$ cat config.mk
export PLATFORM = sky130hd
export DESIGN_NAME = ascii_integer_parser_flat
export DESIGN_NICKNAME = d
export VERILOG_FILES = /design/src/design/aip_pkg.sv /design/src/design/aip_chan_if.sv /design/src/design/ascii_integer_parser.sv /design/src/design/aip_char_class.sv /design/src/design/aip_engine.sv /design/src/flat_wrapper.sv
export SDC_FILE = /design/constraint.sdc
export NUM_CORES = 1
export LEC_CHECK = 0
export BUFFER_PORTS_ARGS = -buffer_cell sky130_fd_sc_hd__clkbuf_2
export CELL_PAD_IN_SITES_DETAIL_PLACEMENT = 1
export CELL_PAD_IN_SITES_GLOBAL_PLACEMENT = 1
export CORE_ASPECT_RATIO = 1.25
export CORE_MARGIN = 8
export CORE_UTILIZATION = 30
export CTS_CLUSTER_SIZE = 20
export DETAILED_ROUTE_END_ITERATION = 7
export GPL_TIMING_DRIVEN = 0
export PLACE_DENSITY_LB_ADDON = 0.1
export REMOVE_ABC_BUFFERS = 1
export SYNTH_ARGS = -nofsm -noshare
export SYNTH_HDL_FRONTEND = slang
export SYNTH_SLANG_ARGS = --single-unit
$ cat constraint.sdc
create_clock -name clk -period 8.07 [get_ports clk]
set_input_delay 1.614 -clock clk [delete_from_list [all_inputs] [get_ports clk]]
set_output_delay 1.614 -clock clk [all_outputs]
set_load 0.05 [all_outputs]
$ cat src/design/aip_pkg.sv
`timescale 1ns / 1ps
// ----------------------------------------------------------------------------
// aip_pkg: shared types and constants of the ASCII integer parser
// Character codes, parser phase encoding and the character class bundle
// passed from the classifier to the parse engine.
// ----------------------------------------------------------------------------
package aip_pkg;

    localparam int unsigned CharWidth  = 8;
    localparam int unsigned ValueWidth = 64;
    localparam int unsigned CountWidth = 8;
    localparam int unsigned DigitWidth = 4;

    // ASCII codes the parser cares about
    localparam logic [CharWidth-1:0] CHAR_ZERO  = 8'h30;
    localparam logic [CharWidth-1:0] CHAR_NINE  = 8'h39;
    localparam logic [CharWidth-1:0] CHAR_LOW_A = 8'h61;
    localparam logic [CharWidth-1:0] CHAR_LOW_F = 8'h66;
    localparam logic [CharWidth-1:0] CHAR_UP_A  = 8'h41;
    localparam logic [CharWidth-1:0] CHAR_UP_F  = 8'h46;
    localparam logic [CharWidth-1:0] CHAR_LOW_X = 8'h78;
    localparam logic [CharWidth-1:0] CHAR_UP_X  = 8'h58;
    localparam logic [CharWidth-1:0] CHAR_PLUS  = 8'h2B;
    localparam logic [CharWidth-1:0] CHAR_MINUS = 8'h2D;

    // Result status codes
    localparam logic STATUS_OK       = 1'b0;
    localparam logic STATUS_NO_DIGIT = 1'b1;

    localparam logic [CountWidth-1:0] COUNT_MAX = {CountWidth{1'b1}};

    // Parser phase
    typedef enum logic [2:0] {
        PH_IDLE    = 3'd0,
        PH_ZERO    = 3'd1,
        PH_HEXNEED = 3'd2,
        PH_HEX     = 3'd3,
        PH_SIGN    = 3'd4,
        PH_DEC     = 3'd5
    } phase_t;

    // Classification of one character
    typedef struct packed {
        logic                  is_dec;
        logic                  is_hex;
        logic                  is_zero;
        logic                  is_x;
        logic                  is_sign;
        logic                  is_minus;
        logic [DigitWidth-1:0] digit;
    } char_class_t;

endpackage

$ cat src/design/aip_chan_if.sv
`timescale 1ns / 1ps
// ----------------------------------------------------------------------------
// aip_chan_if: request channels of the ASCII integer parser
// aip_char_if carries characters in, aip_res_if carries parsed results out.
// ----------------------------------------------------------------------------
interface aip_char_if;
    logic                               valid;
    logic                               ready;
    logic [aip_pkg::CharWidth-1:0]      ch;
    logic                               start_req;

    modport source (output valid, output ch, output start_req, input ready);
    modport sink   (input valid, input ch, input start_req, output ready);
endinterface

interface aip_res_if;
    logic                               valid;
    logic                               ready;
    logic signed [aip_pkg::ValueWidth-1:0] value;
    logic                               status;
    logic [aip_pkg::CountWidth-1:0]     used;

    modport source (output valid, output value, output status, output used, input ready);
    modport sink   (input valid, input value, input status, input used, output ready);
endinterface

$ cat src/design/ascii_integer_parser.sv
`timescale 1ns / 1ps
// ----------------------------------------------------------------------------
// ascii_integer_parser: streaming ASCII decimal / hex integer parser
// Input register, character classifier and parse engine with result register.
// ----------------------------------------------------------------------------
// One character is taken per cycle unless the input register is held. A
// character enters the input register, is classified and updates the
// parser state when it advances out of that register; a finished number is
// loaded into the result register as its terminating character advances.
// The terminating character is not part of the number. Throughput is one
// character per cycle while results are taken; the only stall is a full
// result register that is not being read, which holds the input register.
// Decimal accumulation is a single 64-bit shift-add per character.
module ascii_integer_parser (
    input  logic      clk,
    input  logic      rst_n,
    aip_char_if.sink  chars,
    aip_res_if.source results
);

    logic                          s1_valid_reg, s1_valid_next;
    logic [aip_pkg::CharWidth-1:0] s1_ch_reg;
    logic                          s1_start_reg;
    logic                          out_stall;
    logic                          advance;
    logic                          accept;
    aip_pkg::char_class_t          cls;

    // Handshake: the input stage moves on unless the result register is stuck
    assign out_stall   = results.valid && !results.ready;
    assign advance     = s1_valid_reg && !out_stall;
    assign chars.ready = !(s1_valid_reg && out_stall);
    assign accept      = chars.valid && chars.ready;

    always_comb
    begin
        s1_valid_next = accept ? 1'b1 : (s1_valid_reg && !advance);
    end

    // Input register
    always_ff @(posedge clk or negedge rst_n)
    begin
        if (!rst_n)
        begin
            s1_valid_reg <= 1'b0;
        end
        else
        begin
            s1_valid_reg <= s1_valid_next;
        end
    end

    always_ff @(posedge clk)
    begin
        if (accept)
        begin
            s1_ch_reg    <= chars.ch;
            s1_start_reg <= chars.start_req;
        end
    end

    aip_char_class u_class (
        .ch  (s1_ch_reg),
        .cls (cls)
    );

    aip_engine u_engine (
        .clk       (clk),
        .rst_n     (rst_n),
        .advance   (advance),
        .start_req (s1_start_reg),
        .cls       (cls),
        .results   (results)
    );

    // A failed parse never carries a value
    assert property (@(posedge clk) disable iff (!rst_n)
        (results.valid && results.status == aip_pkg::STATUS_NO_DIGIT) |-> results.value == '0)
        else $error("no-digit result with non-zero value");

    // A good number consumed at least one character
    assert property (@(posedge clk) disable iff (!rst_n)
        (results.valid && results.status == aip_pkg::STATUS_OK) |-> results.used != '0)
        else $error("ok result with zero characters used");

    // Input stage never overwritten while held by a stalled result
    assert property (@(posedge clk) disable iff (!rst_n)
        (s1_valid_reg && out_stall) |-> !chars.ready)
        else $error("input accepted while input register held");

    // A held input item is still pending in the next cycle
    assert property (@(posedge clk) disable iff (!rst_n)
        (s1_valid_reg && out_stall) |=> s1_valid_reg && $stable(s1_ch_reg))
        else $error("held input item lost");

endmodule

$ cat src/design/aip_char_class.sv
`timescale 1ns / 1ps
// ----------------------------------------------------------------------------
// aip_char_class: character classifier
// Flags decimal and hex digits, the hex marker, signs, and gives the digit's
// numeric value (hex value for letters a-f / A-F).
// ----------------------------------------------------------------------------
module aip_char_class (
    input  logic [aip_pkg::CharWidth-1:0] ch,
    output aip_pkg::char_class_t          cls
);

    logic is_dec;
    logic is_low;
    logic is_up;

    always_comb
    begin
        is_dec = (ch >= aip_pkg::CHAR_ZERO)  && (ch <= aip_pkg::CHAR_NINE);
        is_low = (ch >= aip_pkg::CHAR_LOW_A) && (ch <= aip_pkg::CHAR_LOW_F);
        is_up  = (ch >= aip_pkg::CHAR_UP_A)  && (ch <= aip_pkg::CHAR_UP_F);

        cls.is_dec   = is_dec;
        cls.is_hex   = is_dec || is_low || is_up;
        cls.is_zero  = (ch == aip_pkg::CHAR_ZERO);
        cls.is_x     = (ch == aip_pkg::CHAR_LOW_X) || (ch == aip_pkg::CHAR_UP_X);
        cls.is_sign  = (ch == aip_pkg::CHAR_PLUS) || (ch == aip_pkg::CHAR_MINUS);
        cls.is_minus = (ch == aip_pkg::CHAR_MINUS);

        // digit value: letters map to 10..15
        if (is_dec)
        begin
            cls.digit = ch[aip_pkg::DigitWidth-1:0];
        end
        else if (is_low)
        begin
            cls.digit = aip_pkg::DigitWidth'(ch - aip_pkg::CHAR_LOW_A + 8'd10);
        end
        else if (is_up)
        begin
            cls.digit = aip_pkg::DigitWidth'(ch - aip_pkg::CHAR_UP_A + 8'd10);
        end
        else
        begin
            cls.digit = '0;
        end
    end

endmodule

$ cat src/design/aip_engine.sv
`timescale 1ns / 1ps
// ----------------------------------------------------------------------------
// aip_engine: parse state machine and result register
// Holds phase, accumulator, sign and count; on each advanced character it
// updates them in one pass and loads a result into the output register when
// the number ends.
// ----------------------------------------------------------------------------
module aip_engine (
    input  logic                 clk,
    input  logic                 rst_n,
    input  logic                 advance,
    input  logic                 start_req,
    input  aip_pkg::char_class_t cls,
    aip_res_if.source            results
);

    aip_pkg::phase_t                   phase_reg, phase_next;
    logic [aip_pkg::ValueWidth-1:0]    accum_reg, accum_next;
    logic                              negative_reg, negative_next;
    logic [aip_pkg::CountWidth-1:0]    count_reg, count_next;

    logic                              out_valid_reg, out_valid_next;
    logic [aip_pkg::ValueWidth-1:0]    out_value_reg, out_value_next;
    logic                              out_status_reg, out_status_next;
    logic [aip_pkg::CountWidth-1:0]    out_used_reg, out_used_next;

    logic                              emit;
    logic [aip_pkg::ValueWidth-1:0]    emit_value;
    logic                              emit_status;
    logic [aip_pkg::CountWidth-1:0]    emit_used;
    logic [aip_pkg::CountWidth-1:0]    count_bump;
    logic [aip_pkg::ValueWidth-1:0]    digit_ext;
    logic [aip_pkg::ValueWidth-1:0]    accum_dec;
    logic [aip_pkg::ValueWidth-1:0]    accum_hex;

    // Accumulator steps: x10 as shift-add, x16 as shift
    always_comb
    begin
        digit_ext  = {{(aip_pkg::ValueWidth-aip_pkg::DigitWidth){1'b0}}, cls.digit};
        accum_dec  = (accum_reg << 3) + (accum_reg << 1) + digit_ext;
        accum_hex  = (accum_reg << 4) | digit_ext;
        count_bump = (count_reg == aip_pkg::COUNT_MAX) ? count_reg : count_reg + 1'b1;
    end

    // Next state and result
    always_comb
    begin
        phase_next    = phase_reg;
        accum_next    = accum_reg;
        negative_next = negative_reg;
        count_next    = count_reg;
        emit          = 1'b0;
        emit_value    = '0;
        emit_status   = aip_pkg::STATUS_OK;
        emit_used     = count_reg;

        if (start_req)
        begin
            // drop any open number and begin afresh
            phase_next    = aip_pkg::PH_IDLE;
            accum_next    = '0;
            negative_next = 1'b0;
            count_next    = 8'd1;
            priority if (cls.is_zero)
            begin
                phase_next = aip_pkg::PH_ZERO;
            end
            else if (cls.is_dec)
            begin
                phase_next = aip_pkg::PH_DEC;
                accum_next = digit_ext;
            end
            else if (cls.is_sign)
            begin
                phase_next    = aip_pkg::PH_SIGN;
                negative_next = cls.is_minus;
            end
            else
            begin
                emit        = 1'b1;
                emit_status = aip_pkg::STATUS_NO_DIGIT;
                emit_used   = '0;
                count_next  = '0;
            end
        end
        else
        begin
            unique case (phase_reg)
                aip_pkg::PH_ZERO:
                begin
                    priority if (cls.is_x)
                    begin
                        phase_next = aip_pkg::PH_HEXNEED;
                        count_next = count_bump;
                    end
                    else if (cls.is_dec)
                    begin
                        phase_next = aip_pkg::PH_DEC;
                        accum_next = digit_ext;
                        count_next = count_bump;
                    end
                    else
                    begin
                        emit = 1'b1;
                    end
                end
                aip_pkg::PH_HEXNEED:
                begin
                    if (cls.is_hex)
                    begin
                        phase_next = aip_pkg::PH_HEX;
                        accum_next = digit_ext;
                        count_next = count_bump;
                    end
                    else
                    begin
                        emit        = 1'b1;
                        emit_status = aip_pkg::STATUS_NO_DIGIT;
                    end
                end
                aip_pkg::PH_HEX:
                begin
                    if (cls.is_hex)
                    begin
                        accum_next = accum_hex;
                        count_next = count_bump;
                    end
                    else
                    begin
                        emit       = 1'b1;
                        emit_value = accum_reg;
                    end
                end
                aip_pkg::PH_SIGN:
                begin
                    if (cls.is_dec)
                    begin
                        phase_next = aip_pkg::PH_DEC;
                        accum_next = digit_ext;
                        count_next = count_bump;
                    end
                    else
                    begin
                        emit        = 1'b1;
                        emit_status = aip_pkg::STATUS_NO_DIGIT;
                    end
                end
                aip_pkg::PH_DEC:
                begin
                    if (cls.is_dec)
                    begin
                        accum_next = accum_dec;
                        count_next = count_bump;
                    end
                    else
                    begin
                        emit       = 1'b1;
                        emit_value = negative_reg ? ('0 - accum_reg) : accum_reg;
                    end
                end
                default:
                begin
                    // idle: characters between numbers are ignored
                    phase_next = aip_pkg::PH_IDLE;
                end
            endcase
        end

        // ending a number clears the working state
        if (emit)
        begin
            phase_next    = aip_pkg::PH_IDLE;
            accum_next    = '0;
            negative_next = 1'b0;
            count_next    = '0;
        end
    end

    // Result register: loads on emit, clears once taken
    always_comb
    begin
        out_valid_next  = out_valid_reg && !results.ready;
        out_value_next  = out_value_reg;
        out_status_next = out_status_reg;
        out_used_next   = out_used_reg;
        if (advance && emit)
        begin
            out_valid_next  = 1'b1;
            out_value_next  = emit_value;
            out_status_next = emit_status;
            out_used_next   = emit_used;
        end
    end

    // Control state
    always_ff @(posedge clk or negedge rst_n)
    begin
        if (!rst_n)
        begin
            phase_reg     <= aip_pkg::PH_IDLE;
            accum_reg     <= '0;
            negative_reg  <= 1'b0;
            count_reg     <= '0;
            out_valid_reg <= 1'b0;
        end
        else
        begin
            if (advance)
            begin
                phase_reg    <= phase_next;
                accum_reg    <= accum_next;
                negative_reg <= negative_next;
                count_reg    <= count_next;
            end
            out_valid_reg <= out_valid_next;
        end
    end

    // Result payload
    always_ff @(posedge clk)
    begin
        out_value_reg  <= out_value_next;
        out_status_reg <= out_status_next;
        out_used_reg   <= out_used_next;
    end

    assign results.valid  = out_valid_reg;
    assign results.value  = out_value_reg;
    assign results.status = out_status_reg;
    assign results.used   = out_used_reg;

endmodule
$ cat src/flat_wrapper.sv
// flat-port wrapper written by rule: the top's interface ports become plain ports
module ascii_integer_parser_flat 
  (clk, rst_n, chars_valid, chars_ch, chars_start_req, chars_ready, results_valid, results_value, results_status, results_used, results_ready);
  aip_char_if chars_i ();
  aip_res_if results_i ();
  input  logic clk;
  input  logic rst_n;
  input wire logic [$bits(chars_i.valid)-1:0] chars_valid;
  input wire logic [$bits(chars_i.ch)-1:0] chars_ch;
  input wire logic [$bits(chars_i.start_req)-1:0] chars_start_req;
  output wire logic [$bits(chars_i.ready)-1:0] chars_ready;
  output wire logic [$bits(results_i.valid)-1:0] results_valid;
  output wire logic [$bits(results_i.value)-1:0] results_value;
  output wire logic [$bits(results_i.status)-1:0] results_status;
  output wire logic [$bits(results_i.used)-1:0] results_used;
  input wire logic [$bits(results_i.ready)-1:0] results_ready;
  assign chars_i.valid = chars_valid;
  assign chars_i.ch = chars_ch;
  assign chars_i.start_req = chars_start_req;
  assign chars_ready = chars_i.ready;
  assign results_valid = results_i.valid;
  assign results_value = results_i.value;
  assign results_status = results_i.status;
  assign results_used = results_i.used;
  assign results_i.ready = results_ready;
  ascii_integer_parser u_core (.clk(clk), .rst_n(rst_n), .chars(chars_i), .results(results_i));
endmodule
**Yosys cells after proc, flatten, opt, wreduce, memory -nomap -nowiden**

Cells that the tools add are included.

- Flip-flop bits (word level): 160
- Input bits: 13
- Output and inout bits: 75
- Word-level logic and storage cells: 127

- Add/sub/neg operators: 8
- Magnitude comparators: 6
- Eq/ne operators: 17
- Multiplexer cells: 57
- Bitwise gates (word level): 1
- Reduce and logical (&&, ||, !) cells: 27

Operators by type and width:

| cell | number |
|---|---|
| 2-to-1 mux 64 bit | 10 |
| case mux 64 bit (5 select lines) | 1 |
| case mux 64 bit (2 select lines) | 1 |
| 2-to-1 mux 8 bit | 10 |
| adder 64 x 4 -> 64 bit | 1 |
| adder 64 bit | 1 |
| OR 64 x 4 -> 64 bit | 1 |
| subtractor 1 x 64 -> 64 bit, first input constant | 1 |
| == test 8 x 6 -> 1 bit, second input constant | 3 |
| 2-to-1 mux 3 bit | 8 |
| case mux 8 bit (3 select lines) | 1 |
| 2-to-1 mux 4 bit | 5 |
| 2-to-1 mux 1 bit | 18 |
| == test 8 x 7 -> 1 bit, second input constant | 2 |
| greater-or-equal comparator 8 x 7 -> 1 bit, second input constant | 2 |
| less-or-equal comparator 8 x 7 -> 1 bit, second input constant | 2 |
| inequality test 4 x 2 -> 1 bit, second input constant | 3 |
| case mux 3 bit (4 select lines) | 1 |
| logical AND 1 bit | 9 |
| adder 4 bit, second input constant | 2 |
| adder 8 x 1 -> 8 bit, second input constant | 1 |
| == test 8 bit, second input constant | 1 |
| greater-or-equal comparator 8 x 6 -> 1 bit, second input constant | 1 |
| less-or-equal comparator 8 x 6 -> 1 bit, second input constant | 1 |
| 18 further kinds | 30 |

**Depth between registers and ports, before layout**

- Depth in word-level cells: 10
- Gate-level depth with buffers: 23

**Hierarchy**

From an unflattened synthesis, not the netlist that was laid out.

- Cells, all modules: 1,564
- Area total of the unflattened synthesis: 13,346.6 um^2

Modules (own cells, without submodules):

| module | instances | cells an instance | area an instance (um^2) | sequential area each (um^2) |
|---|---|---|---|---|
| aip_engine | 1 | 1,514 | 12,739.7 | 4,119.0 |
| ascii_integer_parser | 1 | 15 | 341.6 | 295.3 |
| aip_char_class | 1 | 35 | 265.3 | 0.0 |

**Worst setup path after synthesis**

OpenSTA, ideal clock, no wires.

- Path type: register -> register
- Start: register u_core.s1_ch_reg[0] (netlist name)
- End: register u_core.u_engine.out_status_reg (netlist: u_core.u_engine.results.status) (enable)
- Data arrival time: 4,908 ps
- Data required time: 7,565 ps
- Setup slack: 2,657 ps
- Cell stages (with the launch flop): 9
- Path buffers: 0
- Clock period less this slack: 5,413 ps
- Cell sequence: edfxtp_1 inv_1 ha_1 or3b_2 a31oi_1 o22ai_1 a21o_1 and2_1 nor2_1

- Cells in the longest elaborated chain, start to end: 8
- Elaborated cells between the ends (all ways): 27

Ends and longest elaborated chain:

| item | RTL line | RTL |
|---|---|---|
| from (decl) | ascii_integer_parser.sv:22 | `logic [aip_pkg::CharWidth-1:0] s1_ch_reg;` |
| from (signal assigned) | ascii_integer_parser.sv:57 | `s1_ch_reg <= chars.ch;` |
| greater-or-equal comparator 8 x 6 -> 1 bit, or another cell as far along | aip_char_class.sv:18 | `is_dec = (ch >= aip_pkg::CHAR_ZERO) && (ch <= aip_pkg::CHAR_NINE);` |
| logical AND 1 bit (on tied branches) | aip_char_class.sv:18, aip_char_class.sv:19 |  |
| logical OR 1 bit (2 in series) | aip_char_class.sv:23 | `cls.is_hex = is_dec \|\| is_low \|\| is_up;` |
| 2-to-1 mux 1 bit | aip_engine.sv:109, aip_engine.sv:123 |  |
| case mux 1 bit (3 select lines) | aip_engine.sv:88 | `unique case (phase_reg)` |
| 2-to-1 mux 1 bit * | aip_engine.sv:57 | `if (start_req)` |
| logical AND 1 bit * | aip_engine.sv:186 | `if (advance && emit)` |
| to (signal assigned) | aip_engine.sv:223 | `out_status_reg <= out_status_next;` |
| to (decl) | aip_engine.sv:24 | `logic out_status_reg, out_status_next;` |

Every way passes the cells marked *; elsewhere a longest branch is shown, timed or not.
A chain may end at the register's enable or synchronous reset.

**Worst setup path after layout**

- Start: register u_core.s1_ch_reg[0] (netlist name)
- End: register u_core.u_engine.accum_reg[62] (netlist name)

- Cells in the longest elaborated chain, start to end: 10
- Elaborated cells between the ends (all ways): 46

Ends and longest elaborated chain:

| item | RTL line | RTL |
|---|---|---|
| subtractor 4 x 1 -> 4 bit, or another cell as far along | aip_char_class.sv:36, aip_char_class.sv:40 |  |
| adder 4 bit / logical AND 1 bit (equally long branches) | aip_char_class.sv:36, aip_char_class.sv:40, aip_char_class.sv:20 |  |
| 2-to-1 mux 4 bit | aip_char_class.sv:38 | `else if (is_up)` |
| 2-to-1 mux 4 bit | aip_char_class.sv:34 | `else if (is_low)` |
| 2-to-1 mux 4 bit | aip_char_class.sv:30 | `if (is_dec)` |
| adder 64 x 4 -> 64 bit | aip_engine.sv:40 | `accum_dec = (accum_reg << 3) + (accum_reg << 1) + digit_ext;` |
| 2-to-1 mux 64 bit | aip_engine.sv:150 | `if (cls.is_dec)` |
| case mux 64 bit (5 select lines) | aip_engine.sv:88 |  |
| 2-to-1 mux 64 bit | aip_engine.sv:57 |  |
| 2-to-1 mux 64 bit | aip_engine.sv:170 | `if (emit)` |
| to (signal assigned) | aip_engine.sv:211 | `accum_reg <= accum_next;` |
| to (decl) | aip_engine.sv:18 | `logic [aip_pkg::ValueWidth-1:0] accum_reg, accum_next;` |

Several ways; a longest one is shown, not always the timed one. The select of a mux whose other input is x is not followed.

==> flow_summary.yaml <==
clock_tree:
  ctsLongestPathBuffers: 2
  ctsHoldBuffers: 0
  cts_setup_buffers: 0
  cts_buffers: 17
  post_cts_resized: 0
  cts_root_buffer: "clkbuf_16"
  insertion_delay_ns: 0.46
  h-tree-depth: 4
  cts.sinks: 160
  clk_transition_reported_paths_ns: 0.06
  cts_tree: "built"
floorplanning:
  die_area_um2: 52400
  num_rows: 87
  fp.dieW_um: 206
  fp.dieH_um: 254
  ios: 88
  core_um2: 45000
  start_util_pct: 30.2
setup_path:
  cp_cell_sequence: "inv_1, ha_1, nor2_1, o21ai_0, and3_1, nor2_1, nor2_1, fa_1, inv_1, fa_1, nor2b_1, o21a_1, o21a_1, o21a_1, o41ai_1, a31oi_1, a41oi_1, o21ai_0, o311a_1, nand2_1"
  crit_path_end_kind: "register"
  cp_top_family: "compound AO/OA/AOI/OAI gates"
  required_ns: 8.46
  cp_max_fo: 16
  slowest_delay_ns: 0.97
  cp_num_buf_inv: 2
  critPathKind: "reg -> reg"
  worst_path_max_delay_cell: "o41ai_1"
  startpoint_type: "register"
  cp.arrival_ns: 7.24
placement:
  port_buffers: 87
  dp_slack_ns: 1.03
  gp_congestion: 0.851
  dp_hpwl_um: 40000
synth:
  synthCells: 1651
  synth_ff_type: "edfxtp_1"
  synth_top_area_cell: "edfxtp_1"
  synth_most_common_cell: "nand2_1"
  netlist_area_um2: 13600
  synth_edf_count: 82
  ys_ff_latch: 160
  ys_warn_count: 0
  synthDistinctLibCells: 70
  avgSynthCellArea_um2: 8.24
  ys_async_sr_fraction_pct: 48.8
  synthTopCellsByArea: "edfxtp_1, dfrtp_1, ha_1"
  yosysSeqAreaShare_pct: 32.5
  synth_top_area_share_pct: 18.1
  synth_common_cells: "nand2_1, nor2_1, o21ai_0, a21oi_1, ha_1"
sta:
  slew_viol_final: 0
  grt_setup_unrepaired: "no"
  period_share_pct: 85.0
  setup_slack_ns: 1.21
  fin_crit_ns: 6.86
  hold_viol_final: 0
  worst_pin_slew_ns: 1.40
  relSlewSlack_pct: 6.01
  skew_ns: 0.0109
  finalSetupViolCount: 0
  worst_hold_slack_ns: 0.565
  max_freq_mhz: 146
status:
  status: "completed"
global_routing:
  antenna_found_initial: 0
  grt_pass1_wl_um: 82900
  grt_max_degree: 46
  grt_overflow_total: 0
  grt_pass1_vias: 13835
  grt_usage_pct: 20.4
layout:
  fillers: 5348
  drive_gt1_share_pct: 9.09
  synthToLayoutAreaGrowth_pct: 11.9
  diodes: 0
  layout.nets: 1816
  fin_util_pct: 33.8
flow_run:
  drv_cap: 0
power_and_ir_drop:
  ir_drop_uv: 169
  power.density_nw_per_um2: 169
  p_leak_nw: 6.35
drt:
  drt-pass1-iter-count: 6
  antenna_left: 0
  route.detailed.drc: 0
  drt_iter0_drc: 643
  via_per_inst: 5.80
  num_vias: 13130
  totalWireLength_um: 53000
  wire_per_inst_um: 23.4
min_path:
  hold_class: "reg -> reg"
==> path summary, 6_finish.rpt <==
check	startpoint	endpoint	slack [ns]	cells after the start
worst min-delay path	u_core.u_engine.count_reg[4]$_DFFE_PN0P_	u_core.u_engine.count_reg[4]$_DFFE_PN0P_	0.57	1
worst min register to register	u_core.u_engine.count_reg[4]$_DFFE_PN0P_	u_core.u_engine.count_reg[4]$_DFFE_PN0P_	0.57	1
min in group asynchronous	rst_n	u_core.u_engine.accum_reg[62]$_DFFE_PN0P_	1.19	1
worst max-delay path	u_core.s1_ch_reg[0]$_DFFE_PP_	u_core.u_engine.accum_reg[62]$_DFFE_PN0P_	1.21	20
max in group asynchronous	rst_n	u_core.u_engine.negative_reg$_DFFE_PN0P_	6.20	2
worst max register to register	u_core.s1_ch_reg[0]$_DFFE_PP_	u_core.u_engine.accum_reg[62]$_DFFE_PN0P_	1.21	20
==> area by class of cell <==
cell class                 count  area [um^2]  area share (%)
inverter                      32          120           0.789
clock buffer                  28          528            3.47
tap                          578          723            4.75
sequential                   160         4420            29.0
timing repair buffer          99          664            4.37
clock inverter                 4         25.0           0.164
multi-input combinational   1361         8740            57.4
==> per-stage QoR <==
stage	total power, mW	setup TNS [ns]	std cells	cell area (um^2)
floorplan	1.52	0	1553	13200
global placement	1.78	-310.61	2218	14400
detailed placement	1.79	0	2230	14700
CTS	2.59	0	2262	15200
global route	2.69	0	2262	15200
finish	2.57	0	2262	15200
==> where the power goes <==
group | internal [mW] | total (mW) | leakage [nW] | switching [mW]
logic | 0.227 | 0.750 | 4.23 | 0.524
clock network | 0.444 | 0.793 | 0.266 | 0.349
registers | 0.926 | 1.03 | 1.85 | 0.0999
total | 1.60 | 2.57 | 6.35 | 0.972
==> worst register-to-register path, cell delays in order (launching register included) <==
cell	delay [ns]
edfxtp_1	0.55
inv_1	0.17
ha_1	0.20
nor2_1	0.07
o21ai_0	0.18
and3_1	0.65
nor2_1	0.25
nor2_1	0.25
fa_1	0.47
inv_1	0.10
fa_1	0.22
nor2b_1	0.06
o21a_1	0.19
o21a_1	0.25
o21a_1	0.28
o41ai_1	0.97
a31oi_1	0.47
a41oi_1	0.69
o21ai_0	0.29
o311a_1	0.38
nand2_1	0.08
==> placed cells by master, fill, tap and decap left out, types with 9 or more instances in the layout <==
master	count
a311oi_1	30
o21ai_0	143
dfrtp_1	77
clkbuf_2	86
o31ai_1	46
o211ai_1	11
clkbuf_16	18
xnor2_1	38
or3_1	20
a21o_1	40
a211oi_1	11
o21a_1	17
and2_1	16
edfxtp_1	82
o22ai_1	16
nand3_1	26
o41ai_1	12
nand2_1	194
nor3_1	40
nand2b_1	15
a31oi_1	16
nand4_1	20
buf_12	9
nor2_1	161
inv_1	32
ha_1	130
nor2b_1	16
o21bai_1	13
or4_1	10
nor4_1	13
a21oi_1	142
xor2_1	18
and3_1	17
a22oi_1	39
==> kinds of logic after synthesis <==
group | after synthesis | synth area share [%]
compound gates | 586 | 27.7
xor+xnor | 56 | 3.61
fa+ha+maj | 132 | 12.3
buf+inv | 130 | 3.59
flops | 160 | 32.5
mux | 2 | 0.147
simple gates | 585 | 20.2
==> per-layer routing <==
layer / track usage, % / up-vias / wire length, um
li1: - / 6252 / -
met1: 24.2 / 6578 / 22700
met2: 37.7 / 227 / 27700
met3: 2.16 / 73 / 1190
met4: 6.81 / 0 / 1420
met5: 0 / - / 0
Note: power is estimated with default switching activity, not from simulation.
